**src/rtl/utp_pkg.sv**
```systemverilog
package utp_pkg;

   // fixed field widths
   localparam int unsigned CHAR_W   = 8;
   localparam int unsigned BASE_W   = 6;
   localparam int unsigned VALUE_W  = 32;
   localparam int unsigned OFFSET_W = 12;

   // character codes
   localparam logic [CHAR_W-1:0] CH_SPACE = 8'h20;
   localparam logic [CHAR_W-1:0] CH_TAB   = 8'h09;
   localparam logic [CHAR_W-1:0] CH_CR    = 8'h0d;
   localparam logic [CHAR_W-1:0] CH_PLUS  = 8'h2b;
   localparam logic [CHAR_W-1:0] CH_MINUS = 8'h2d;
   localparam logic [CHAR_W-1:0] CH_ZERO  = 8'h30;
   localparam logic [CHAR_W-1:0] CH_NINE  = 8'h39;
   localparam logic [CHAR_W-1:0] CH_UP_A  = 8'h41;
   localparam logic [CHAR_W-1:0] CH_UP_X  = 8'h58;
   localparam logic [CHAR_W-1:0] CH_UP_Z  = 8'h5a;
   localparam logic [CHAR_W-1:0] CH_LO_A  = 8'h61;
   localparam logic [CHAR_W-1:0] CH_LO_X  = 8'h78;
   localparam logic [CHAR_W-1:0] CH_LO_Z  = 8'h7a;

   // letter digit offsets: 'A' - 10 and 'a' - 10
   localparam logic [CHAR_W-1:0] UPPER_OFS = CH_UP_A - 8'd10;
   localparam logic [CHAR_W-1:0] LOWER_OFS = CH_LO_A - 8'd10;

   // radix codes
   localparam logic [BASE_W-1:0] BASE_AUTO = 6'd0;
   localparam logic [BASE_W-1:0] BASE_OCT  = 6'd8;
   localparam logic [BASE_W-1:0] BASE_DEC  = 6'd10;
   localparam logic [BASE_W-1:0] BASE_HEX  = 6'd16;

   // token queue between front and back
   localparam int unsigned QUEUE_DEPTH = 2;
   localparam int unsigned QPTR_W      = $clog2(QUEUE_DEPTH);

   typedef enum logic [2:0] {
      PH_IDLE,
      PH_LEAD,
      PH_SIGNED,
      PH_ZERO,
      PH_PREFIX,
      PH_DIGITS
   } phase_type;

   typedef enum logic [1:0] {
      DS_NONE,
      DS_ANY,
      DS_OVER
   } digit_status_type;

   // classified character
   typedef struct packed {
      logic              starts_string;
      logic              is_space;
      logic              is_plus;
      logic              is_minus;
      logic              is_x;
      logic              digit_ok;
      logic [BASE_W-1:0] digit_val;
   } token_type;

   typedef struct packed {
      logic empty;
      logic full;
   } queue_stat_type;

endpackage

```
**src/rtl/utp_req_if.sv**
```systemverilog
interface utp_req_if import utp_pkg::*; ();
   logic              valid;
   logic              ready;
   logic [CHAR_W-1:0] char_code;
   logic              starts_string;

   modport source (output valid, output char_code, output starts_string, input ready);
   modport sink (input valid, input char_code, input starts_string, output ready);
endinterface

```
**src/rtl/utp_rsp_if.sv**
```systemverilog
interface utp_rsp_if import utp_pkg::*; ();
   logic                valid;
   logic                ready;
   logic [VALUE_W-1:0]  parsed_value;
   logic [OFFSET_W-1:0] end_offset;
   logic                overflowed;
   logic                converted_any;

   modport source (
      output valid, output parsed_value, output end_offset,
      output overflowed, output converted_any, input ready
   );
   modport sink (
      input valid, input parsed_value, input end_offset,
      input overflowed, input converted_any, output ready
   );
endinterface

```
**src/rtl/utp_front.sv**
```systemverilog
module utp_front import utp_pkg::*; (
   utp_req_if.sink   req_chan,
   input  logic      queue_ready,
   output logic      push,
   output token_type token
);

   logic [CHAR_W-1:0] c;
   logic              is_dec;
   logic              is_upper;
   logic              is_lower;
   logic [CHAR_W-1:0] dval;

   assign c        = req_chan.char_code;
   assign is_dec   = (c >= CH_ZERO) && (c <= CH_NINE);
   assign is_upper = (c >= CH_UP_A) && (c <= CH_UP_Z);
   assign is_lower = (c >= CH_LO_A) && (c <= CH_LO_Z);

   always_comb begin
      if (is_dec) begin
         dval = c - CH_ZERO;
      end else if (is_upper) begin
         dval = c - UPPER_OFS;
      end else begin
         dval = c - LOWER_OFS;
      end
   end

   assign req_chan.ready = queue_ready;
   assign push           = req_chan.valid && queue_ready;

   always_comb begin
      token.starts_string = req_chan.starts_string;
      token.is_space      = (c == CH_SPACE) || ((c >= CH_TAB) && (c <= CH_CR));
      token.is_plus       = (c == CH_PLUS);
      token.is_minus      = (c == CH_MINUS);
      token.is_x          = (c == CH_UP_X) || (c == CH_LO_X);
      token.digit_ok      = is_dec || is_upper || is_lower;
      token.digit_val     = dval[BASE_W-1:0];
   end

endmodule

```
**src/rtl/utp_queue.sv**
```systemverilog
module utp_queue import utp_pkg::*; (
   input  logic           clock,
   input  logic           reset,
   input  logic           push,
   input  token_type      wr_token,
   input  logic           pop,
   output token_type      rd_token,
   output queue_stat_type stat
);

   token_type         slot_ff [QUEUE_DEPTH];
   logic [QPTR_W-1:0] wr_ptr_ff, wr_ptr_in;
   logic [QPTR_W-1:0] rd_ptr_ff, rd_ptr_in;
   logic [QPTR_W:0]   count_ff, count_in;

   always_comb begin
      wr_ptr_in = wr_ptr_ff;
      rd_ptr_in = rd_ptr_ff;
      count_in  = count_ff;
      if (push) begin
         wr_ptr_in = (wr_ptr_ff == QPTR_W'(QUEUE_DEPTH - 1)) ? '0 : wr_ptr_ff + 1'b1;
      end
      if (pop) begin
         rd_ptr_in = (rd_ptr_ff == QPTR_W'(QUEUE_DEPTH - 1)) ? '0 : rd_ptr_ff + 1'b1;
      end
      if (push && !pop) begin
         count_in = count_ff + 1'b1;
      end else if (pop && !push) begin
         count_in = count_ff - 1'b1;
      end
   end

   always_ff @(posedge clock) begin
      if (reset) begin
         wr_ptr_ff <= '0;
         rd_ptr_ff <= '0;
         count_ff  <= '0;
      end else begin
         wr_ptr_ff <= wr_ptr_in;
         rd_ptr_ff <= rd_ptr_in;
         count_ff  <= count_in;
      end
   end

   always_ff @(posedge clock) begin
      if (push) begin
         slot_ff[wr_ptr_ff] <= wr_token;
      end
   end

   assign rd_token   = slot_ff[rd_ptr_ff];
   assign stat.empty = (count_ff == '0);
   assign stat.full  = (count_ff == (QPTR_W + 1)'(QUEUE_DEPTH));

endmodule

```
**src/rtl/utp_back.sv**
```systemverilog
module utp_back import utp_pkg::*; #(
   parameter int unsigned WORD_BITS  = 32,
   parameter int unsigned MAX_OFFSET = 4095
) (
   input  logic              clock,
   input  logic              reset,
   input  logic [BASE_W-1:0] cfg_base,
   input  token_type         token,
   input  queue_stat_type    queue_stat,
   output logic              pop,
   utp_rsp_if.source         rsp_chan
);

   localparam int unsigned CNT_W  = $clog2(MAX_OFFSET + 1);
   localparam int unsigned PROD_W = WORD_BITS + BASE_W;
   localparam int unsigned VEXT_W = (WORD_BITS > VALUE_W) ? WORD_BITS : VALUE_W;
   localparam int unsigned OEXT_W = (CNT_W > OFFSET_W) ? CNT_W : OFFSET_W;

   phase_type            phase_ff, phase_in;
   logic [WORD_BITS-1:0] acc_ff, acc_in;
   logic                 minus_ff, minus_in;
   digit_status_type     status_ff, status_in;
   logic [BASE_W-1:0]    base_ff, base_in;
   logic [CNT_W-1:0]     count_ff, count_in;

   logic                rsp_valid_ff, rsp_valid_in;
   logic [VALUE_W-1:0]  value_ff, value_in;
   logic [OFFSET_W-1:0] offset_ff, offset_in;
   logic                over_ff, over_in;
   logic                any_ff, any_in;

   // state as seen by this token, after a possible restart
   phase_type            phase_w;
   logic [WORD_BITS-1:0] acc_w;
   logic                 minus_w;
   digit_status_type     status_w;
   logic [BASE_W-1:0]    base_w;
   logic [CNT_W-1:0]     count_w;

   logic                 active;
   logic                 lead_skip;
   logic                 lead_sign;
   logic                 first_char;
   logic                 zero_char;
   logic                 enter_zero;
   logic                 enter_prefix;
   logic                 take;
   digit_status_type     status_d;
   logic [BASE_W-1:0]    base_d;
   logic                 digit_hit;
   logic                 stop;
   logic                 emit;
   logic [PROD_W-1:0]    prod;
   logic                 fits;
   logic [WORD_BITS-1:0] signed_v;
   logic [VEXT_W-1:0]    value_ext;
   logic [OEXT_W-1:0]    offset_ext;

   assign pop = !queue_stat.empty && (!rsp_valid_ff || rsp_chan.ready);

   always_comb begin
      if (token.starts_string) begin
         phase_w  = PH_LEAD;
         acc_w    = '0;
         minus_w  = 1'b0;
         status_w = DS_NONE;
         base_w   = cfg_base;
         count_w  = '0;
      end else begin
         phase_w  = phase_ff;
         acc_w    = acc_ff;
         minus_w  = minus_ff;
         status_w = status_ff;
         base_w   = base_ff;
         count_w  = count_ff;
      end
   end

   // token classification against the current phase
   assign active       = (phase_w != PH_IDLE);
   assign zero_char    = token.digit_ok && (token.digit_val == '0);
   assign lead_skip    = (phase_w == PH_LEAD) && token.is_space;
   assign lead_sign    = (phase_w == PH_LEAD) && !token.is_space &&
                         (token.is_plus || token.is_minus);
   assign first_char   = ((phase_w == PH_LEAD) && !token.is_space &&
                          !token.is_plus && !token.is_minus) || (phase_w == PH_SIGNED);
   assign enter_zero   = first_char && zero_char &&
                         ((base_w == BASE_AUTO) || (base_w == BASE_HEX));
   assign enter_prefix = (phase_w == PH_ZERO) && token.is_x;
   assign take         = active && !lead_skip && !lead_sign && !enter_zero && !enter_prefix;

   // a leading zero that was not a prefix already counts as a digit
   assign status_d = (phase_w == PH_ZERO) ? DS_ANY : status_w;
   always_comb begin
      if (base_w == BASE_AUTO) begin
         base_d = (phase_w == PH_ZERO) ? BASE_OCT : BASE_DEC;
      end else begin
         base_d = base_w;
      end
   end

   assign digit_hit = token.digit_ok && (token.digit_val < base_d);
   assign stop      = take && !digit_hit;
   assign emit      = pop && stop;

   // one multiply-add; overflow when the top bits are not clear
   assign prod = PROD_W'(acc_w) * PROD_W'(base_d) + PROD_W'(token.digit_val);
   assign fits = (prod[PROD_W-1:WORD_BITS] == '0);

   // next phase
   always_comb begin
      phase_in = phase_ff;
      if (pop) begin
         if (!active) begin
            phase_in = PH_IDLE;
         end else if (lead_skip) begin
            phase_in = PH_LEAD;
         end else if (lead_sign) begin
            phase_in = PH_SIGNED;
         end else if (enter_zero) begin
            phase_in = PH_ZERO;
         end else if (enter_prefix) begin
            phase_in = PH_PREFIX;
         end else if (stop) begin
            phase_in = PH_IDLE;
         end else begin
            phase_in = PH_DIGITS;
         end
      end
   end

   // datapath and result
   always_comb begin
      acc_in    = acc_ff;
      minus_in  = minus_ff;
      status_in = status_ff;
      base_in   = base_ff;
      count_in  = count_ff;
      if (pop) begin
         acc_in    = acc_w;
         minus_in  = lead_sign ? token.is_minus : minus_w;
         status_in = status_w;
         base_in   = base_w;
         count_in  = count_w;
         if (active && (count_w < CNT_W'(MAX_OFFSET))) begin
            count_in = count_w + 1'b1;
         end
         if (enter_prefix) begin
            base_in = BASE_HEX;
         end
         if (take) begin
            base_in   = base_d;
            status_in = status_d;
            if (digit_hit && (status_d != DS_OVER)) begin
               if (fits) begin
                  status_in = DS_ANY;
                  acc_in    = prod[WORD_BITS-1:0];
               end else begin
                  status_in = DS_OVER;
                  acc_in    = '1;
               end
            end
         end
      end
   end

   always_comb begin
      signed_v   = (minus_w && (status_d == DS_ANY)) ? ('0 - acc_w) : acc_w;
      value_ext  = VEXT_W'(signed_v);
      offset_ext = OEXT_W'(count_w);
      value_in   = value_ff;
      offset_in  = offset_ff;
      over_in    = over_ff;
      any_in     = any_ff;
      if (emit) begin
         value_in  = value_ext[VALUE_W-1:0];
         offset_in = (status_d != DS_NONE) ? offset_ext[OFFSET_W-1:0] : '0;
         over_in   = (status_d == DS_OVER);
         any_in    = (status_d != DS_NONE);
      end
      rsp_valid_in = emit || (rsp_valid_ff && !rsp_chan.ready);
   end

   always_ff @(posedge clock) begin
      if (reset) begin
         phase_ff     <= PH_IDLE;
         acc_ff       <= '0;
         minus_ff     <= 1'b0;
         status_ff    <= DS_NONE;
         base_ff      <= BASE_AUTO;
         count_ff     <= '0;
         rsp_valid_ff <= 1'b0;
      end else begin
         phase_ff     <= phase_in;
         acc_ff       <= acc_in;
         minus_ff     <= minus_in;
         status_ff    <= status_in;
         base_ff      <= base_in;
         count_ff     <= count_in;
         rsp_valid_ff <= rsp_valid_in;
      end
   end

   always_ff @(posedge clock) begin
      value_ff  <= value_in;
      offset_ff <= offset_in;
      over_ff   <= over_in;
      any_ff    <= any_in;
   end

   assign rsp_chan.valid         = rsp_valid_ff;
   assign rsp_chan.parsed_value  = value_ff;
   assign rsp_chan.end_offset    = offset_ff;
   assign rsp_chan.overflowed    = over_ff;
   assign rsp_chan.converted_any = any_ff;

endmodule

```
**src/rtl/unsigned_integer_text_parser.sv**
```systemverilog
// Streaming text-to-unsigned converter: one character per req beat, with
// starts_string set on the first character of each string. It skips
// leading whitespace, takes one optional sign, recognizes a 0x/0X prefix
// when the radix register is 0 or 16, picks octal after a leading zero in
// auto mode, and accumulates digits in a WORD_BITS wide register. Exactly
// one rsp beat follows the first non-digit: the value (negated on a minus
// sign unless it saturated), the stop offset, the overflow flag and
// whether any digit was taken. Characters after the stop, and characters
// before any start, produce nothing. The radix register is sampled when
// the start character reaches the converter. While rsp keeps accepting,
// the sustained rate is one character per clock; the per-character
// multiply-add of the accumulator is the critical path. A result goes
// from its stop character through the token queue and the result
// register to rsp; a stalled rsp holds the converter, fills the two-entry
// token queue and then drops req ready. No clearing pass after reset.
module unsigned_integer_text_parser import utp_pkg::*; #(
   parameter int unsigned WORD_BITS  = 32,
   parameter int unsigned MAX_OFFSET = 4095
) (
   input  logic              clock,
   input  logic              reset,
   input  logic              csr_write_enable,
   input  logic [BASE_W-1:0] csr_write_data,
   utp_req_if.sink           req_chan,
   utp_rsp_if.source         rsp_chan
);

   // radix register, 0 selects auto detection
   logic [BASE_W-1:0] base_cfg_ff, base_cfg_in;

   // front to queue
   logic      push;
   token_type push_token;

   // queue to back
   logic           pop;
   token_type      pop_token;
   queue_stat_type q_stat;

   assign base_cfg_in = csr_write_enable ? csr_write_data : base_cfg_ff;

   always_ff @(posedge clock) begin
      if (reset) begin
         base_cfg_ff <= BASE_AUTO;
      end else begin
         base_cfg_ff <= base_cfg_in;
      end
   end

   // front: classify each character into a token
   utp_front u_front (
      .req_chan    (req_chan),
      .queue_ready (!q_stat.full),
      .push        (push),
      .token       (push_token)
   );

   // short token queue so each side can stall on its own
   utp_queue u_queue (
      .clock    (clock),
      .reset    (reset),
      .push     (push),
      .wr_token (push_token),
      .pop      (pop),
      .rd_token (pop_token),
      .stat     (q_stat)
   );

   // back: phase tracking, accumulate, result register
   utp_back #(
      .WORD_BITS  (WORD_BITS),
      .MAX_OFFSET (MAX_OFFSET)
   ) u_back (
      .clock      (clock),
      .reset      (reset),
      .cfg_base   (base_cfg_ff),
      .token      (pop_token),
      .queue_stat (q_stat),
      .pop        (pop),
      .rsp_chan   (rsp_chan)
   );

`ifndef SYNTHESIS
   // an accepted character is in the queue on the next cycle
   a_accept_fills_queue: assert property (@(posedge clock) disable iff (reset)
      (req_chan.valid && req_chan.ready) |=> !q_stat.empty)
      else $error("accepted character missing from token queue");

   // nothing converted means an all-zero result
   a_empty_result: assert property (@(posedge clock) disable iff (reset)
      (rsp_chan.valid && !rsp_chan.converted_any) |->
         (rsp_chan.parsed_value == '0 && rsp_chan.end_offset == '0 &&
          !rsp_chan.overflowed))
      else $error("result without digits is not zero");

   // saturation implies digits were taken
   a_over_implies_any: assert property (@(posedge clock) disable iff (reset)
      (rsp_chan.valid && rsp_chan.overflowed) |-> rsp_chan.converted_any)
      else $error("overflow flagged without any digit");
`endif

endmodule
```
**src/flat_wrapper.sv**
```systemverilog
// flat-port wrapper written by rule: the top's interface ports become plain ports
module unsigned_integer_text_parser_flat import utp_pkg::*;
#(
   parameter int unsigned WORD_BITS  = 32,
   parameter int unsigned MAX_OFFSET = 4095
)
  (clock, reset, csr_write_enable, csr_write_data, req_chan_valid, req_chan_char_code, req_chan_starts_string, req_chan_ready, rsp_chan_valid, rsp_chan_parsed_value, rsp_chan_end_offset, rsp_chan_overflowed, rsp_chan_converted_any, rsp_chan_ready);
  utp_req_if req_chan_i ();
  utp_rsp_if rsp_chan_i ();
  input  logic clock;
  input  logic reset;
  input  logic csr_write_enable;
  input  logic [BASE_W-1:0] csr_write_data;
  input wire logic [$bits(req_chan_i.valid)-1:0] req_chan_valid;
  input wire logic [$bits(req_chan_i.char_code)-1:0] req_chan_char_code;
  input wire logic [$bits(req_chan_i.starts_string)-1:0] req_chan_starts_string;
  output wire logic [$bits(req_chan_i.ready)-1:0] req_chan_ready;
  output wire logic [$bits(rsp_chan_i.valid)-1:0] rsp_chan_valid;
  output wire logic [$bits(rsp_chan_i.parsed_value)-1:0] rsp_chan_parsed_value;
  output wire logic [$bits(rsp_chan_i.end_offset)-1:0] rsp_chan_end_offset;
  output wire logic [$bits(rsp_chan_i.overflowed)-1:0] rsp_chan_overflowed;
  output wire logic [$bits(rsp_chan_i.converted_any)-1:0] rsp_chan_converted_any;
  input wire logic [$bits(rsp_chan_i.ready)-1:0] rsp_chan_ready;
  assign req_chan_i.valid = req_chan_valid;
  assign req_chan_i.char_code = req_chan_char_code;
  assign req_chan_i.starts_string = req_chan_starts_string;
  assign req_chan_ready = req_chan_i.ready;
  assign rsp_chan_valid = rsp_chan_i.valid;
  assign rsp_chan_parsed_value = rsp_chan_i.parsed_value;
  assign rsp_chan_end_offset = rsp_chan_i.end_offset;
  assign rsp_chan_overflowed = rsp_chan_i.overflowed;
  assign rsp_chan_converted_any = rsp_chan_i.converted_any;
  assign rsp_chan_i.ready = rsp_chan_ready;
  unsigned_integer_text_parser #(.WORD_BITS(WORD_BITS), .MAX_OFFSET(MAX_OFFSET)) u_core (.clock(clock), .reset(reset), .csr_write_enable(csr_write_enable), .csr_write_data(csr_write_data), .req_chan(req_chan_i), .rsp_chan(rsp_chan_i));
endmodule
```
**config.mk**
```make
export PLATFORM = sky130hd
export DESIGN_NAME = unsigned_integer_text_parser_flat
export DESIGN_NICKNAME = d
export VERILOG_FILES = /design/src/rtl/utp_pkg.sv /design/src/rtl/utp_req_if.sv /design/src/rtl/utp_rsp_if.sv /design/src/rtl/utp_front.sv /design/src/rtl/utp_queue.sv /design/src/rtl/utp_back.sv /design/src/rtl/unsigned_integer_text_parser.sv /design/src/flat_wrapper.sv
export SDC_FILE = /design/constraint.sdc
export NUM_CORES = 1
export LEC_CHECK = 0
export ABC_AREA = 1
export BUFFER_PORTS_ARGS = -buffer_cell sky130_fd_sc_hd__buf_2
export CAP_MARGIN = 40
export CELL_PAD_IN_SITES_DETAIL_PLACEMENT = 1
export CELL_PAD_IN_SITES_GLOBAL_PLACEMENT = 2
export CORE_UTILIZATION = 32
export DETAILED_ROUTE_END_ITERATION = 10
export PLACE_DENSITY_LB_ADDON = 0.1
export SYNTH_ARGS = -nofsm -noshare
export SYNTH_HDL_FRONTEND = slang
export SYNTH_SLANG_ARGS = --single-unit
```
**constraint.sdc**
```tcl
create_clock -name clock -period 9.8 [get_ports clock]
set_clock_uncertainty 0.05 [all_clocks]
set_input_delay 0 -clock clock [delete_from_list [all_inputs] [get_ports clock]]
set_output_delay 0 -clock clock [all_outputs]
set_load 0.01 [all_outputs]
```
==> results.tsv, run 1 <==
stage	metric	value	unit
sta	clock.fmax	133	MHz
sta	hold_viol	0	
power	power.leakage	7.55	nW
power	p_sw	1.58	mW
die	die_w	210	um
drt	wire_per_inst	19.1	um
finish	nNetsFinal	2125	
grt	grt.overflow.total	0	
synthesis	synth_compound_area_share	8.97	%
setup_path	cp.required	10.03	ns
cts	cts_max_level	4	
die	pin_count	68	
synthesis	post-synth-top-count-cell	nand2_1	
sta	rsz0062_at_grt	false	
cts	cts_tree	yes	
die	die_h	210	um
place	port_buffers	67	
synthesis	syn_inst	1819	
sta	slew_viol_final	0	
die	rows	75	
cts	path_clk_slew	0.06	ns
setup_path	crit_top_cell	nand2_1	
cts	cts_setup_buffers	0	
place	dpl.hpwl	36700	um
power	powerDensity	208	nW/um^2
drt	via_per_inst	4.97	
grt	globalRouteTotalUtil	22.0	%
setup_path	critPathArrivalTime	7.73	ns
sta	tns	0	ns
synthesis	synth-edff-count	70	
synthesis	synth_fp_nets	2060	
power	intPower	1.66	mW
setup_path	end_kind	flop	
synthesis	synthArstFlopShare	0	%
hold_path	hold_path_class	in2reg	
synthesis	synth.area.top_cells	fa_1, edfxtp_1, nand2_1	
synthesis	synth_common_cells	nand2_1, nor2_1, inv_1, a21oi_1, fa_1	
synthesis	synth_cell_types	55	
grt	antenna_found_initial	0	
grt	grt_pass1_wl	74700	um
finish	fillers	5186	
setup_path	reg2reg_depth	31	
power	peakVddDrop	0.000145	V
setup_path	setup.worst_path.start_class	flop	
drt	dr.pass1.iters	5	
setup_path	cp_max_fo	33	
drt	wl	47300	um
synthesis	ys_seq_area_share	25.0	%
die	die-area	44100	um^2
finish	syn2layout_area_growth	12.5	%
synthesis	ys.flop_type	edfxtp_1	
synthesis	avgSynthCellArea	7.62	um^2
cts	cts_buffers	17	
drt	dr_total_vias	12291	
sta	period_needed	7.50	ns
finish	fin_area	15600	um^2
cts	clockRootBuffer	clkbuf_16	
place	placed_cell_area	14800	um^2
synthesis	yosysTopAreaCell	fa_1	
grt	grt_pass1_vias	13057	
sta	fin_crit_sh	76.5	%
power	seqPwrFrac	26.5	%
synthesis	yosysWarnings	0	
sta	tightest_slew	0.866	ns
grt	grt_start_max_net_pins	76	
finish	layout-drive-gt1-share	8.70	%
setup_path	crit_type	reg2reg	
synthesis	synth_top_family_by_area	simple AND/OR/NAND/NOR gates	
power	clkPwrFrac	20.5	%
cts	post_cts_resized	0	
synthesis	synthSimpleGateAreaFrac	28.0	%
synthesis	synth-adder-area-share	26.7	%
setup_path	cpPeakStageDelay	0.66	ns
power	p_comb_share	53.0	%
setup_path	cp-endpoint	u_core.u_back.acc_ff[3]	
drt	drcViolationCount	0	
cts	clkLatencyLatePin	0.43	ns
cts	cts_sinks	138	
status	run_status	complete, no violations	
hold_path	hold_depth	4	
power	swShare	48.8	%
place	place_congestion	0.851	
synthesis	synth_xor_area_share	3.48	%
finish	n_antenna_cell	0	
die	start_util	32.7	%
synthesis	ys_ff_latch	138	
synthesis	netlist_area	13900	um^2
sta	slew_headroom	42.0	%
sta	finalSetupViolations	0	
setup_path	r2r-end	u_core.u_back.acc_ff[3]	
drt	drtAntennaViolNets	0	
synthesis	synth_top_area_share	17.9	%
cts	clk_path_buf_depth	2	
run	cap_violations	0	
setup_path	worst_path_max_delay_cell	dfxtp_1	
synthesis	synthMuxAreaShare	0	%
drt	drt_first_iter_violations	580	
setup_path	r2r_slack	2.30	ns
die	core	42300	um^2
## routing by layer
| metal | GRT usage, % | wire [um] |
|---|---|---|
| met5 | 0 | 0 |
| met2 | 37.2 | 22500 |
| met4 | 4.08 | 529 |
| met1 | 30.2 | 23100 |
| met3 | 2.65 | 1140 |
## cell type report
class	count	area [um^2]	area share, %
Clock buffer	19	433	2.78
Clock inverter	13	153	0.979
Inverter	209	787	5.05
Multi-Input combinational cell	1411	9310	59.7
Sequential cell	138	3460	22.2
Tap cell	577	722	4.63
Timing Repair Buffer	107	726	4.66
## metrics by stage
stage | util (%) | power, mW | cells | hold WS [ns] | worst slack (ns)
2_1_floorplan | - | 2.01 | 1819 | 0.0489 | 4.01
3_3_place_gp | 34.7 | 2.54 | 2413 | 0.144 | 2.11
3_5_place_dp | 34.9 | 2.59 | 2418 | 0.152 | 2.27
4_1_cts | 36.8 | 3.27 | 2474 | 0.0148 | 2.24
5_1_grt | 36.8 | 3.47 | 2474 | 0.0507 | 1.72
6_report | 36.8 | 3.24 | 2474 | 0.0249 | 2.30
## power by group through the flow
stage                     combinational (mW)  clock [mW]  sequential, mW
after floorplan                         1.10           0           0.902
after global placement                  1.67           0           0.869
after detailed placement                1.72           0           0.870
after CTS                               1.73       0.675           0.860
after global routing                    1.90       0.699           0.875
final                                   1.71       0.662           0.859
## worst max-delay path, delay by kind of cell (launching register included)
family	cells	cell delay, ns
buffers and inverters	4	1.40
AND/OR/NAND/NOR	20	2.67
flip-flops	1	0.66
adder cells (fa/ha/maj)	5	2.19
AO/OA/AOI/OAI	2	0.34
## cell families after synthesis
| group | after synthesis |
|---|---|
| AND/OR/NAND/NOR | 905 |
| AO/OA/AOI/OAI | 230 |
| XOR/XNOR | 55 |
| flip-flops | 138 |
| adder cells (fa/ha/maj) | 221 |
| buffers and inverters | 270 |
## sequential cells by signal (all words and copies together) (netlist names), 2 cells and up, named ones only
register,cells
u_core.u_back.status_ff,2
u_core.u_back.base_ff,6
u_core.base_cfg_ff,6
u_core.u_queue.count_ff,2
u_core.u_back.rsp_chan.parsed_value,32
u_core.u_back.rsp_chan.end_offset,12
u_core.u_back.acc_ff,32
u_core.u_back.count_ff,12
u_core.u_back.phase_ff,3
u_core.u_queue.slot_ff,24
## what timing repair did
action / 4_1_cts / 5_1_grt
endpoints found under the setup margin: 0 / 0
hold buffers: 24 / 0
hold endpoints to repair: 15 / 0
## cells in the final DEF (no fill, tap or decap), types with 15 or more instances in the layout
master,synthesis,final
nand2_1,364,364
nor2_1,351,350
inv_1,202,200
a21oi_1,139,138
fa_1,124,124
ha_1,97,97
nand3_1,94,94
edfxtp_1,70,70
dfxtp_1,68,68
buf_2,10,68
o21ai_0,50,50
xor2_1,47,47
dlygate4sd3_1,0,24
nor3_1,20,20
clkbuf_16,0,17
nand2_2,16,16
nand4_1,15,15
## worst min-delay path by stage
stage,from,to,slack [ns]
after CTS,req_chan_valid,u_core.u_queue.wr_ptr_ff,0.01
final,req_chan_valid,u_core.u_queue.wr_ptr_ff,0.02
after floorplan,req_chan_starts_string,u_core.u_queue.slot_ff[0][11],0.05
after global placement,req_chan_starts_string,u_core.u_queue.slot_ff[0][11],0.14
after global routing,req_chan_valid,u_core.u_queue.wr_ptr_ff,0.05
after detailed placement,req_chan_starts_string,u_core.u_queue.slot_ff[1][11],0.15
(Power assumes the default switching activity.)
==> inputs of run 2 (changes only) <==
--- a/config.mk
+++ b/config.mk
@@ -5,7 +5,7 @@
 export SDC_FILE = /design/constraint.sdc
 export NUM_CORES = 1
 export LEC_CHECK = 0
-export ABC_AREA = 1
+export ABC_AREA = 0
 export BUFFER_PORTS_ARGS = -buffer_cell sky130_fd_sc_hd__buf_2
 export CAP_MARGIN = 40
 export CELL_PAD_IN_SITES_DETAIL_PLACEMENT = 1
==> constraint.sdc (replaced) <==
create_clock -name clock -period 7.09 [get_ports clock]
set_clock_uncertainty 0.05 [all_clocks]
set_input_delay 0 -clock clock [delete_from_list [all_inputs] [get_ports clock]]
set_output_delay 0 -clock clock [all_outputs]
set_load 0.01 [all_outputs]
==> run 2 against run 1 <==
Compared with the run above: routed wire length up 0.70%; count of clock-buffer cells in the layout down 1; global-route usage up 0.50 points; die area down 2.1%; register-to-register slack worse by 2.0 ns; largest power group unchanged; synthesized cell count down 19%; first-iteration DRC count up 15%; critical endpoint is now u_core.u_back.acc_ff[13].
==> results.tsv, run 2 <==
stage	metric	value	unit
drt	dr.pass1.iters	5	
drt	via_per_inst	5.42	
synthesis	ys.flop_type	edfxtp_1	
power	powerDensity	256	nW/um^2
setup_path	crit_type	reg2reg	
grt	globalRouteTotalUtil	22.5	%
finish	register_area	3460	um^2
sta	clock.fmax	148	MHz
setup_path	critPathArrivalTime	7.05	ns
finish	fin_cells	2112	
setup_path	cp.required	7.37	ns
die	die-area	43200	um^2
die	die_h	208	um
cts	cts_tree	yes	
power	peakVddDrop	0.000173	V
cts	cts_max_level	4	
synthesis	netlist_area	13600	um^2
setup_path	cp_max_fo	11	
cts	cts_buffers	17	
grt	grt.overflow.total	0	
grt	grt_start_max_net_pins	108	
setup_path	end_kind	flop	
cts	clkLatencyLatePin	0.44	ns
die	rows	75	
die	start_util	32.4	%
synthesis	synthArstFlopShare	0	%
place	placed_cell_area	14800	um^2
grt	grt_pass1_wl	75100	um
cts	clockRootBuffer	clkbuf_16	
drt	drcViolationCount	0	
finish	final_common_cell	nor2_1	
drt	wl	47600	um
drt	dr_total_vias	11450	
run	cap_violations	0	
sta	worst_slack	0.323	ns
finish	n_antenna_cell	0	
cts	clk_path_buf_depth	2	
finish	fillers	4805	
synthesis	ys_ff_latch	138	
synthesis	synth_cell_types	80	
cts	cts_sinks	138	
sta	tns	0	ns
die	core	41900	um^2
cts	path_clk_slew	0.07	ns
sta	finalSetupViolations	0	
synthesis	post-synth-top-count-cell	nor2_1	
sta	slew_viol_final	0	
place	dpl.hpwl	35500	um
sta	tightest_slew	0.790	ns
finish	syn2layout_area_growth	16.3	%
synthesis	synth_top_area_share	18.3	%
sta	period_needed	6.77	ns
synthesis	yosysTopAreaCell	fa_1	
synthesis	yosysWarnings	0	
finish	nNetsFinal	1801	
power	power.leakage	7.67	nW
place	place_congestion	0.842	
power	p_total	4.05	mW
sta	fin_crit_sh	95.4	%
hold_path	hold_path_class	in2reg	
grt	antenna_found_initial	0	
status	run_status	complete, no violations	
synthesis	syn_inst	1477	
place	pre_cts_ws	0.253	ns
synthesis	ys_seq_area_share	25.5	%
grt	grt_pass1_vias	12318	
finish	layout_common_cells	nor2_1, and3_1, fa_1	
sta	slew_headroom	47.3	%
synthesis	synth-edff-count	70	
place	port_buffers	67	
drt	wire_per_inst	22.5	um
synthesis	avgSynthCellArea	9.19	um^2
finish	multi_input_area	9650	um^2
die	pin_count	68	
finish	layout-drive-gt1-share	14.3	%
sta	hold_viol	0	
synthesis	synth_fp_nets	1718	
drt	drt_first_iter_violations	668	
finish	fin_area	15800	um^2
synthesis	synth_common_cells	nor2_1, and3_1, fa_1, nand2_1, ha_1	
synthesis	synth.area.top_cells	fa_1, edfxtp_1, dfxtp_1	
die	die_w	208	um
setup_path	setup.worst_path.start_class	flop	
drt	drtAntennaViolNets	0	
place	dp.cells	2051	
## run 2: worst max-delay path, cell delays in order (launching register included)
cell	delay (ns)
dfxtp_1	0.33
or4_1	0.54
or3_4	0.37
nand2_1	0.08
nand2_1	0.07
o21ai_1	0.13
nand2_1	0.09
buf_4	0.20
nor2_2	0.14
fa_1	0.42
inv_1	0.09
fa_1	0.42
inv_1	0.09
fa_1	0.41
fa_1	0.47
ha_1	0.34
a211o_1	0.26
a31o_2	0.27
nand3b_1	0.17
a21oi_1	0.10
or3_1	0.37
a211oi_2	0.24
and4_4	0.28
nand3_4	0.17
buf_12	0.24
a221o_1	0.29
## run 2: per-layer routing
metal  share of wire (%)  track usage [%]
met2                  49             38.7
met4                 1.4             4.32
met5                   0                0
met3                 2.7             2.73
met1                  47             30.3
## run 2: power breakdown
group | total, mW | switching (mW) | leakage (nW) | internal, mW
combinational | 1.93 | 1.29 | 6.16 | 0.632
sequential | 1.18 | 0.147 | 1.21 | 1.03
clock | 0.939 | 0.430 | 0.295 | 0.509
total | 4.05 | 1.87 | 7.67 | 2.17
## run 2: through the flow
stage                     util [%]  hold WS [ns]
after floorplan                  -        0.0489
after global placement        35.2         0.164
after detailed placement      35.3         0.160
after CTS                     37.2        0.0177
after global routing          37.7        0.0376
final                         37.7        0.0326
## run 2: timing repair
| action | in CTS | in global routing |
|---|---|---|
| buffers inserted | 0 | 4 |
| hold endpoints to repair | 22 | 0 |
| resized for setup | 0 | 34 |
| hold buffers | 21 | 0 |
| setup endpoints to repair | 0 | 34 |
## run 2: final cells by class
| type | count | share of cell area, % |
|---|---|---|
| Clock inverter | 14 | 0.967 |
| Inverter | 50 | 1.19 |
| Sequential cell | 138 | 21.9 |
| Timing Repair Buffer | 163 | 7.74 |
| Multi-Input combinational cell | 1190 | 61.1 |
| Tap cell | 539 | 4.27 |
| Clock buffer | 18 | 2.78 |
## run 2: worst paths after layout
kind                             start                           end  slack, ns  cells past startpoint
max              u_core.base_cfg_ff[1]      u_core.u_back.acc_ff[13]       0.32                     25
min reg2reg  u_core.u_back.count_ff[1]     u_core.u_back.count_ff[1]       0.45                      2
max reg2reg      u_core.base_cfg_ff[1]      u_core.u_back.acc_ff[13]       0.32                     25
min              req_chan_char_code[3]  u_core.u_queue.slot_ff[0][3]       0.03                      2
## run 2: cell families (layout without fill, tap and decap cells)
group / Yosys count / after routing / share of synthesized area (%)
compound gates: 314 / 314 / 15.5
xor+xnor: 69 / 69 / 4.45
fa+ha+maj: 222 / 222 / 27.3
buf+inv: 149 / 245 / 4.51
flops: 138 / 138 / 25.5
mux: 27 / 27 / 2.08
simple gates: 558 / 558 / 20.7
==> inputs of run 3 (changes only) <==
--- a/config.mk
+++ b/config.mk
@@ -11,6 +11,7 @@
 export CELL_PAD_IN_SITES_DETAIL_PLACEMENT = 1
 export CELL_PAD_IN_SITES_GLOBAL_PLACEMENT = 2
 export CORE_UTILIZATION = 32
+export CTS_BUF_LIST = sky130_fd_sc_hd__clkbuf_16
 export DETAILED_ROUTE_END_ITERATION = 10
 export PLACE_DENSITY_LB_ADDON = 0.1
 export SYNTH_ARGS = -nofsm -noshare
==> run 3 against run 2 <==
Compared with the run above: die area unchanged; cell count unchanged; first-iteration DRC count down 1.0%; final area about the same; setup slack better by 0.015 ns; fmax up 0.22%; sequential cell count unchanged; total power down 0.27%.
==> results.tsv, run 3 (synthesized netlist as in run 2, its figures left out) <==
stage	metric	value	unit
status	run_status	complete, no violations	
grt	grt_pass1_wl	75000	um
sta	finalSetupViolations	0	
power	seqPwrFrac	29.2	%
setup_path	cpPeakStageDelay	0.54	ns
finish	fin_cells	2112	
run	cap_violations	0	
drt	drtAntennaViolNets	0	
setup_path	crit_top_cell	fa_1	
finish	fillers	4806	
setup_path	worst_path_max_delay_cell	or4_1	
grt	grt_start_max_net_pins	108	
sta	tns	0	ns
cts	cts_buffers	17	
drt	wire_per_inst	22.5	um
grt	antenna_found_initial	0	
place	place_congestion	0.842	
finish	final_common_cell	nor2_1	
power	p_comb_share	47.8	%
place	placed_cell_area	14800	um^2
sta	timing.hold.ws	0.0293	ns
power	p_sw	1.87	mW
sta	worst_slack	0.338	ns
power	intPower	2.16	mW
finish	layout_common_cells	nor2_1, and3_1, fa_1	
finish	final_util	37.7	%
hold_path	hold_path_class	in2reg	
die	pin_count	68	
drt	dr.pass1.iters	5	
drt	dr_total_vias	11484	
finish	layout-drive-gt1-share	14.2	%
place	dpl.hpwl	35500	um
drt	drt_first_iter_violations	661	
power	peakVddDrop	0.000174	V
sta	hold_viol	0	
sta	tightest_slew	0.802	ns
power	clkPwrFrac	23.0	%
setup_path	crit_type	reg2reg	
sta	slew_headroom	46.6	%
die	die-area	43200	um^2
cts	path_clk_slew	0.07	ns
cts	cts_sinks	138	
finish	fin_area	15800	um^2
finish	nNetsFinal	1801	
sta	fin_crit_sh	95.2	%
setup_path	cp.required	7.38	ns
place	pre_cts_ws	0.253	ns
cts	clockRootBuffer	clkbuf_16	
power	swShare	46.4	%
finish	syn2layout_area_growth	16.2	%
drt	via_per_inst	5.44	
drt	drcViolationCount	0	
grt	grt.overflow.total	0	
cts	cts_max_level	4	
place	port_buffers	67	
sta	slew_viol_final	0	
setup_path	setup.worst_path.start_class	flop	
grt	grt_pass1_vias	12300	
cts	cts_tree	yes	
sta	period_needed	6.75	ns
die	die_w	208	um
setup_path	end_kind	flop	
grt	globalRouteTotalUtil	22.5	%
setup_path	critPathArrivalTime	7.04	ns
place	dp.cells	2051	
cts	clk_path_buf_depth	2	
die	die_h	208	um
setup_path	cp_max_fo	11	
die	core	41900	um^2
power	p_total	4.03	mW
power	powerDensity	256	nW/um^2
cts	clkLatencyLatePin	0.45	ns
power	power.leakage	7.66	nW
die	rows	75	
finish	n_antenna_cell	0	
sta	clock.fmax	148	MHz
drt	wl	47600	um
die	start_util	32.4	%
[run 3: per-layer routing]
layer	wire (um)	vias to the layer above	GRT usage, %
met5	0	-	0
met4	701	0	4.39
met3	1380	33	2.73
met2	23300	172	38.6
met1	22200	5845	30.3
li1	-	5434	-
[run 3: final timing paths]
| kind | from | to | slack [ns] | cells past startpoint |
|---|---|---|---|---|
| max | u_core.base_cfg_ff[1] | u_core.u_back.acc_ff[13] | 0.34 | 27 |
| max reg2reg | u_core.base_cfg_ff[1] | u_core.u_back.acc_ff[13] | 0.34 | 27 |
| min | req_chan_char_code[3] | u_core.u_queue.slot_ff[0][3] | 0.03 | 2 |
| min reg2reg | u_core.u_back.count_ff[1] | u_core.u_back.count_ff[1] | 0.45 | 2 |
[run 3: power groups by stage]
stage	Sequential, mW	Combinational, mW	Clock [mW]
floorplan	1.16	1.14	0
global placement	1.19	1.81	0
detailed placement	1.20	1.85	0
CTS	1.18	1.87	0.953
global route	1.20	2.11	0.981
finish	1.18	1.93	0.929
[run 3: worst max-delay path, delay by kind of cell (launching register included)]
family                     cells  cell delay (ns)
AOI/OAI and AO/OA              6             1.10
xor gates and xnor gates       1             0.26
adders and majority gates      5             2.06
buffers and inverters          6             0.98
DFF                            1             0.33
and+or+nand+nor                9             1.85
[run 3: cell type report]
cell class / count / area (um^2) / area share (%)
well taps: 539 / 674 / 4.28
inverters: 50 / 188 / 1.19
clock inverters: 15 / 156 / 0.991
flip-flops and latches: 138 / 3460 / 22.0
repair buffers: 163 / 1220 / 7.75
multi-input cells: 1190 / 9650 / 61.1
clock buffers: 17 / 425 / 2.70
[run 3: what timing repair did]
action                                  CTS  global route
hold buffers                             21             0
endpoints found under the hold margin    22             0
buffers inserted                          0             4
endpoints found under the setup margin    0            34
resized for setup                         0            34
